--- config.mk ---
export PLATFORM = sky130hd
export DESIGN_NAME = ddq_ctrl
export DESIGN_NICKNAME = d
export VERILOG_FILES = /design/src/sv/ddq_pkg.sv /design/src/sv/ddq_ctrl.sv
export SDC_FILE = /design/constraint.sdc
export NUM_CORES = 1
export LEC_CHECK = 0
export ABC_AREA = 1
export BUFFER_PORTS_ARGS = -buffer_cell sky130_fd_sc_hd__clkbuf_2
export CAP_MARGIN = 20
export CELL_PAD_IN_SITES_DETAIL_PLACEMENT = 0
export CELL_PAD_IN_SITES_GLOBAL_PLACEMENT = 2
export CORE_ASPECT_RATIO = 0.7
export CORE_MARGIN = 2
export CORE_UTILIZATION = 32
export CTS_CLUSTER_SIZE = 24
export DETAILED_ROUTE_END_ITERATION = 16
export PLACE_DENSITY_LB_ADDON = 0.1
export SETUP_SLACK_MARGIN = 0.3
export SYNTH_ARGS = -nofsm -noshare
export SYNTH_HDL_FRONTEND = slang
export SYNTH_SLANG_ARGS = --single-unit
export TNS_END_PERCENT = 100
--- constraint.sdc ---
create_clock -name clk -period 9.6 [get_ports clk]
set_input_delay 1.44 -clock clk [delete_from_list [all_inputs] [get_ports clk]]
set_output_delay 1.44 -clock clk [all_outputs]
set_load 0.01 [all_outputs]
--- src/sv/ddq_pkg.sv ---
// ----------------------------------------------------------------------------
// ddq_pkg
// Shared types and constants for the bounded double-ended queue.
// ----------------------------------------------------------------------------
package ddq_pkg;

	localparam int unsigned DEPTH_DEFAULT = 1024;
	localparam int unsigned CAP_W         = 11;
	localparam int unsigned WORD_W        = 32;
	localparam int unsigned OP_W          = 3;

	localparam logic [CAP_W-1:0]  CAP_RESET  = 11'd1024;
	localparam logic [WORD_W-1:0] EMPTY_WORD = '1;

	localparam logic [OP_W-1:0] OP_PUSH_FRONT = 3'd0;
	localparam logic [OP_W-1:0] OP_PUSH_BACK  = 3'd1;
	localparam logic [OP_W-1:0] OP_POP_FRONT  = 3'd2;
	localparam logic [OP_W-1:0] OP_POP_BACK   = 3'd3;

	typedef enum logic [1:0] {
		ST_IDLE,
		ST_EXEC,
		ST_READ,
		ST_LOAD
	} ddq_state_t;

endpackage

--- src/sv/ddq_ctrl.sv ---
// ----------------------------------------------------------------------------
// ddq_ctrl
// Request sequencer: pointer/count update, memory access, result register.
// ----------------------------------------------------------------------------
module ddq_ctrl #(
	parameter int unsigned DEPTH = ddq_pkg::DEPTH_DEFAULT,
	parameter int unsigned PW    = 10,
	parameter int unsigned CW    = 11
) (
	input  logic                        clk,
	input  logic                        arst_n,
	input  logic                        cfg_we,
	input  logic [ddq_pkg::CAP_W-1:0]   cfg_wdata,
	input  logic                        in_valid,
	output logic                        in_ready,
	input  logic [ddq_pkg::OP_W-1:0]    in_op,
	input  logic [ddq_pkg::WORD_W-1:0]  in_value,
	output logic                        out_valid,
	input  logic                        out_ready,
	output logic                        out_ok,
	output logic [ddq_pkg::WORD_W-1:0]  out_front,
	output logic [ddq_pkg::WORD_W-1:0]  out_rear,
	output logic                        out_empty,
	output logic                        out_full,
	output logic                        mem_we,
	output logic [PW-1:0]               mem_waddr,
	output logic [ddq_pkg::WORD_W-1:0]  mem_wdata,
	output logic                        mem_re,
	output logic [PW-1:0]               mem_raddr0,
	output logic [PW-1:0]               mem_raddr1,
	input  logic [ddq_pkg::WORD_W-1:0]  mem_rdata0,
	input  logic [ddq_pkg::WORD_W-1:0]  mem_rdata1
);

	localparam int unsigned MW = (CW > ddq_pkg::CAP_W) ? CW : ddq_pkg::CAP_W;

	ddq_pkg::ddq_state_t state_q, state_d;

	logic [PW-1:0]                head_q, head_d;
	logic [CW-1:0]                count_q, count_d;
	logic [ddq_pkg::CAP_W-1:0]    cap_q;
	logic [ddq_pkg::OP_W-1:0]     op_q;
	logic [ddq_pkg::WORD_W-1:0]   value_q;
	logic                         ok_q, ok_d;
	logic                         out_valid_q;
	logic                         load;
	logic                         wr_req;
	logic [PW-1:0]                wr_addr;
	logic [MW-1:0]                cap_eff;
	logic                         full_now;
	logic                         empty_now;

	function automatic logic [PW-1:0] ring_add(input logic [PW-1:0] a, input logic [CW-1:0] b);
		logic [CW:0] t;
		t = (CW+1)'(a) + (CW+1)'(b);
		if (t >= (CW+1)'(DEPTH)) begin
			t = t - (CW+1)'(DEPTH);
		end
		return t[PW-1:0];
	endfunction

	assign cap_eff   = (MW'(cap_q) > MW'(DEPTH)) ? MW'(DEPTH) : MW'(cap_q);
	assign full_now  = MW'(count_q) >= cap_eff;
	assign empty_now = (count_q == '0);

	// operation decode, evaluated in the execute cycle
	always_comb begin
		head_d  = head_q;
		count_d = count_q;
		ok_d    = 1'b1;
		wr_req  = 1'b0;
		wr_addr = head_q;
		case (op_q)
			ddq_pkg::OP_PUSH_FRONT: begin
				if (full_now) begin
					ok_d = 1'b0;
				end else begin
					head_d  = (head_q == '0) ? PW'(DEPTH - 1) : head_q - 1'b1;
					wr_addr = head_d;
					wr_req  = 1'b1;
					count_d = count_q + 1'b1;
				end
			end
			ddq_pkg::OP_PUSH_BACK: begin
				if (full_now) begin
					ok_d = 1'b0;
				end else begin
					wr_addr = ring_add(head_q, count_q);
					wr_req  = 1'b1;
					count_d = count_q + 1'b1;
				end
			end
			ddq_pkg::OP_POP_FRONT: begin
				if (empty_now) begin
					ok_d = 1'b0;
				end else begin
					head_d  = ring_add(head_q, CW'(1));
					count_d = count_q - 1'b1;
				end
			end
			ddq_pkg::OP_POP_BACK: begin
				if (empty_now) begin
					ok_d = 1'b0;
				end else begin
					count_d = count_q - 1'b1;
				end
			end
			default: begin
			end
		endcase
	end

	always_comb begin
		state_d = state_q;
		case (state_q)
			ddq_pkg::ST_IDLE: begin
				if (in_valid) begin
					state_d = ddq_pkg::ST_EXEC;
				end
			end
			ddq_pkg::ST_EXEC: state_d = ddq_pkg::ST_READ;
			ddq_pkg::ST_READ: state_d = ddq_pkg::ST_LOAD;
			ddq_pkg::ST_LOAD: begin
				if (!out_valid_q || out_ready) begin
					state_d = ddq_pkg::ST_IDLE;
				end
			end
			default: state_d = ddq_pkg::ST_IDLE;
		endcase
	end

	always_comb begin
		in_ready   = 1'b0;
		mem_we     = 1'b0;
		mem_re     = 1'b0;
		load       = 1'b0;
		case (state_q)
			ddq_pkg::ST_IDLE: in_ready = 1'b1;
			ddq_pkg::ST_EXEC: mem_we   = wr_req;
			ddq_pkg::ST_READ: mem_re   = 1'b1;
			ddq_pkg::ST_LOAD: load     = !out_valid_q || out_ready;
			default: begin
			end
		endcase
	end

	assign mem_waddr  = wr_addr;
	assign mem_wdata  = value_q;
	assign mem_raddr0 = head_q;
	assign mem_raddr1 = ring_add(head_q, count_q - 1'b1);

	always_ff @(posedge clk or negedge arst_n) begin
		if (!arst_n) begin
			state_q     <= ddq_pkg::ST_IDLE;
			head_q      <= '0;
			count_q     <= '0;
			cap_q       <= ddq_pkg::CAP_RESET;
			out_valid_q <= 1'b0;
		end else begin
			state_q <= state_d;
			if (state_q == ddq_pkg::ST_EXEC) begin
				head_q  <= head_d;
				count_q <= count_d;
			end
			if (cfg_we && count_q == '0) begin
				cap_q <= cfg_wdata;
			end
			if (load) begin
				out_valid_q <= 1'b1;
			end else if (out_ready) begin
				out_valid_q <= 1'b0;
			end
		end
	end

	always_ff @(posedge clk) begin
		if (in_valid && in_ready) begin
			op_q    <= in_op;
			value_q <= in_value;
		end
		if (state_q == ddq_pkg::ST_EXEC) begin
			ok_q <= ok_d;
		end
		if (load) begin
			out_ok    <= ok_q;
			out_front <= empty_now ? ddq_pkg::EMPTY_WORD : mem_rdata0;
			out_rear  <= empty_now ? ddq_pkg::EMPTY_WORD : mem_rdata1;
			out_empty <= empty_now;
			out_full  <= full_now;
		end
	end

	assign out_valid = out_valid_q;

endmodule

==> Flow_metrics.wiki <==
{| class="wikitable"
! Metric !! Value
|-
| Vias in the first global route || 6339
|-
| Total global routing track utilization || 19.6%
|-
| Buffers plus inverters on the worst setup path || 2
|-
| Number of ports placed on the die boundary || 248
|-
| Number of port buffers || 247
|-
| Slowest library cell on the worst path || sky130_fd_sc_hd__nand3_1
|-
| Clock slew at the register clock pins of the worst setup and hold paths || ~0.06 ns
|-
| Clock Sinks || roughly 140
|-
| Max-slew headroom || 33.1%
|-
| Kind of critical path || register to output pin
|-
| Ordered list of cells on the worst path || nor4_1 -> a31o_2 -> nand2_1 -> ha_1 -> nand2_1 -> nand2_1 -> a21oi_1 -> nand2_1 -> inv_1 -> nand3_1 -> nand2_1 -> nand3_1 -> nand3_1 -> clkbuf_2
|-
| Post-synth top area share || between 30% and 40%
|-
| Critical path data arrival time || 3.72 ns
|-
| Total standard cell area after synthesis || approximately 7700 um^2
|-
| Placed wire-length estimate after detailed placement || 18700 um
|-
| Global-route congestion overflow total || 0
|-
| Required time of the critical path || 8.16 ns
|-
| Power density relative to cell area || 375 nW/um^2
|-
| Status || completed
|-
| Violation count after the first detailed-route iteration || 445
|-
| Final core utilization || roughly 41%
|-
| Buffers from clock root to sink, at most || 2
|-
| Most instantiated library cell after synthesis || sky130_fd_sc_hd__nand2_1
|-
| Placer Congestion || between 0.8 and 0.9
|-
| Total die area || 25500 um^2
|-
| H-Tree Level Count || 4
|-
| # DRC || 0
|-
| Critical path peak fanout || 20
|-
| Wire length of the first global-routing pass || 37400 um
|-
| Final Max Slew Viols || 0
|-
| Final min period || 5.16 ns
|-
| Max Fclk || between 150 and 200 MHz
|-
| Skew final || ~0.011 ns
|-
| Clock Tree Root || sky130_fd_sc_hd__clkbuf_16
|-
| Number of buffers inserted for hold repair after clock tree synthesis || 0
|-
| Detailed-route vias per instance || 4.59
|-
| Measured slew at the worst slew-check pin || 1.00 ns
|-
| Worst-skew pair later-pin latency || approximately 0.43 ns
|-
| Largest net degree at the start of global routing || 78
|-
| Static leakage || 4.74 nW
|-
| Final total negative setup slack || 0 ns
|-
| Final period utilization || 53.7%
|-
| Cell family with the largest share of critical-path delay || simple AND/OR/NAND/NOR gates
|-
| Synth top cells by count || sky130_fd_sc_hd__nand2_1 (233), sky130_fd_sc_hd__edfxtp_1 (103), sky130_fd_sc_hd__nand3_1 (89), sky130_fd_sc_hd__or2_2 (67), sky130_fd_sc_hd__inv_1 (62)
|-
| Number of clock buffers inserted by TritonCTS || 17
|-
| Post-synthesis area per instance || 9.07 um^2
|-
| Die W || around 190 um
|-
| Setup Fix Bufs, Post-CTS || 0
|-
| Number of nets produced by synthesis || roughly 1000
|-
| Post-synthesis register bit count || 138
|-
| Crit start category || register
|-
| Average wire length per cell after detail routing || 17.2 um
|-
| DR pass1 iterations || 7
|-
| Number of warnings reported in the yosys synthesis log || 0
|-
| Core outline area || approximately 24000 um^2
|-
| Fraction of final layout cells with drive strength greater than 1 || 33.4%
|-
| TritonCTS clock tree || yes
|-
| Effective utilization at floorplan || 32.7%
|-
| Number of nets with antenna violations after detailed routing || 0
|-
| Endpoints failing setup || 0
|-
| Fraction of the yosys area taken by sequential cells || 51.3%
|-
| Leading area contributor after synthesis || sky130_fd_sc_hd__edfxtp_1
|-
| Longest individual stage delay on the worst path || 0.69 ns
|-
| Post-cts repair resize count || 0
|-
| Number of distinct standard cells referenced by the synthesized netlist || between 40 and 50
|-
| Count of nets after finishing || 1249
|-
| Site Rows || between 40 and 50
|-
| Die outline height || 134 um
|-
| Total chip power || 3.69 mW
|-
| Worst vdd rail ir drop || between 150 and 200 uV
|-
| Routed WL || 24500 um
|-
| Overall via count from detail_route || 6541
|-
| Most used cell, CP || sky130_fd_sc_hd__nand2_1
|-
| Antenna violations before repair || 0
|-
| Most common flop cell mapped by yosys || sky130_fd_sc_hd__edfxtp_1
|-
| Area growth, synth to finish || 27.0%
|-
| Antenna diode count || 0
|-
| Setup repair after global routing missed its margin || false
|-
| Post-synth ARST share || 25.4%
|-
| Area contributors post-synth || sky130_fd_sc_hd__edfxtp_1 (40%), sky130_fd_sc_hd__nand2_1 (11%), sky130_fd_sc_hd__dfrtp_1 (11%)
|-
| Max-cap violations || 0
|-
| Number of endpoints with negative hold slack in the final report || 0
|-
| Number of enable-type register cells in the synthesized netlist || 103
|-
| Crit end category || output pin
|-
| Number of instances in the synthesized netlist || 853
|-
| Tightest Hold Check Type || register to register
|}
==> power breakdown <==
part           switching (mW)  internal [mW]
registers               0.196          0.877
logic                    1.27          0.683
clock network           0.273          0.384
==> cells in the final DEF (no fill, tap or decap), types with 3 or more instances in the layout <==
cell type | synthesis | layout
sky130_fd_sc_hd__nor2_1 | 47 | 47
sky130_fd_sc_hd__nor2_2 | 4 | 4
sky130_fd_sc_hd__dfrtp_1 | 34 | 34
sky130_fd_sc_hd__or2_2 | 67 | 67
sky130_fd_sc_hd__nand2_1 | 233 | 233
sky130_fd_sc_hd__nand4_1 | 14 | 14
sky130_fd_sc_hd__a21oi_1 | 33 | 32
sky130_fd_sc_hd__ha_1 | 39 | 39
sky130_fd_sc_hd__xnor2_1 | 7 | 7
sky130_fd_sc_hd__o21ai_1 | 4 | 4
sky130_fd_sc_hd__edfxtp_1 | 103 | 103
sky130_fd_sc_hd__xor2_1 | 20 | 20
sky130_fd_sc_hd__buf_4 | 1 | 5
sky130_fd_sc_hd__o21ai_0 | 23 | 23
sky130_fd_sc_hd__inv_6 | 0 | 3
sky130_fd_sc_hd__nor3_1 | 10 | 9
sky130_fd_sc_hd__clkinv_4 | 0 | 4
sky130_fd_sc_hd__nand3_1 | 89 | 89
sky130_fd_sc_hd__clkinv_1 | 2 | 3
sky130_fd_sc_hd__inv_2 | 5 | 5
sky130_fd_sc_hd__clkbuf_2 | 4 | 247
sky130_fd_sc_hd__clkbuf_16 | 0 | 17
sky130_fd_sc_hd__nor4_1 | 3 | 3
sky130_fd_sc_hd__inv_1 | 62 | 62
==> layout make-up <==
class | count | area [um^2]
Clock buffer | 19 | 433
Clock inverter | 13 | 143
Fill cell | 2444 | 13900
Inverter | 69 | 259
Multi-Input combinational cell | 615 | 3350
Sequential cell | 138 | 3970
Tap cell | 318 | 398
Timing Repair Buffer | 252 | 1270
==> state kept, by name, summed over array words and instances (netlist names) <==
signal,flops
cap_q,11
count_q,11
mem_raddr0,10
mem_wdata,32
ok_q,1
op_q,3
out_empty,1
out_front,32
out_full,1
out_ok,1
out_rear,32
out_valid,1
state_q,2
==> cells by family after synthesis <==
group,synth area share [%]
simple gates,28.3
compound gates,4.87
flops,51.3
xor+xnor,3.06
fa+ha+maj,6.82
buf+inv,5.61
==> path summary, 6_finish.rpt <==
kind                                 startpoint                        end  slack (ns)  depth (start not counted)
setup / recovery           cap_q[2]$_DFFE_PN0P_               mem_waddr[0]        4.44                         14
hold / removal                   ok_q$_DFFE_PP_           out_ok$_DFFE_PP_        0.43                          0
setup reg to reg           cap_q[2]$_DFFE_PN0P_     count_q[4]$_DFFE_PN0P_        6.04                         13
hold reg to reg                  ok_q$_DFFE_PP_           out_ok$_DFFE_PP_        0.43                          0
max in group asynchronous                arst_n      cap_q[10]$_DFFE_PN1P_        8.14                          2
min in group asynchronous                arst_n  mem_raddr0[8]$_DFFE_PN0P_        1.07                          2
==> through the flow <==
stage	worst slack [ns]	cells	hold slack, ns	cell area (um^2)
floorplan	4.37	853	0.400	7740
global placement	4.93	1392	0.425	9250
detailed placement	4.82	1392	0.418	9250
CTS	4.36	1424	0.433	9830
global route	4.00	1424	0.437	9830
finish	4.44	1424	0.425	9830
==> metal layers <==
metal / global-route usage (%) / wire (um)
met1: 28.0 / 11600
met2: 28.1 / 10700
met3: 7.09 / 1880
met4: 5.12 / 236
met5: 0 / 0
Power figures use the tool's default switching activity.
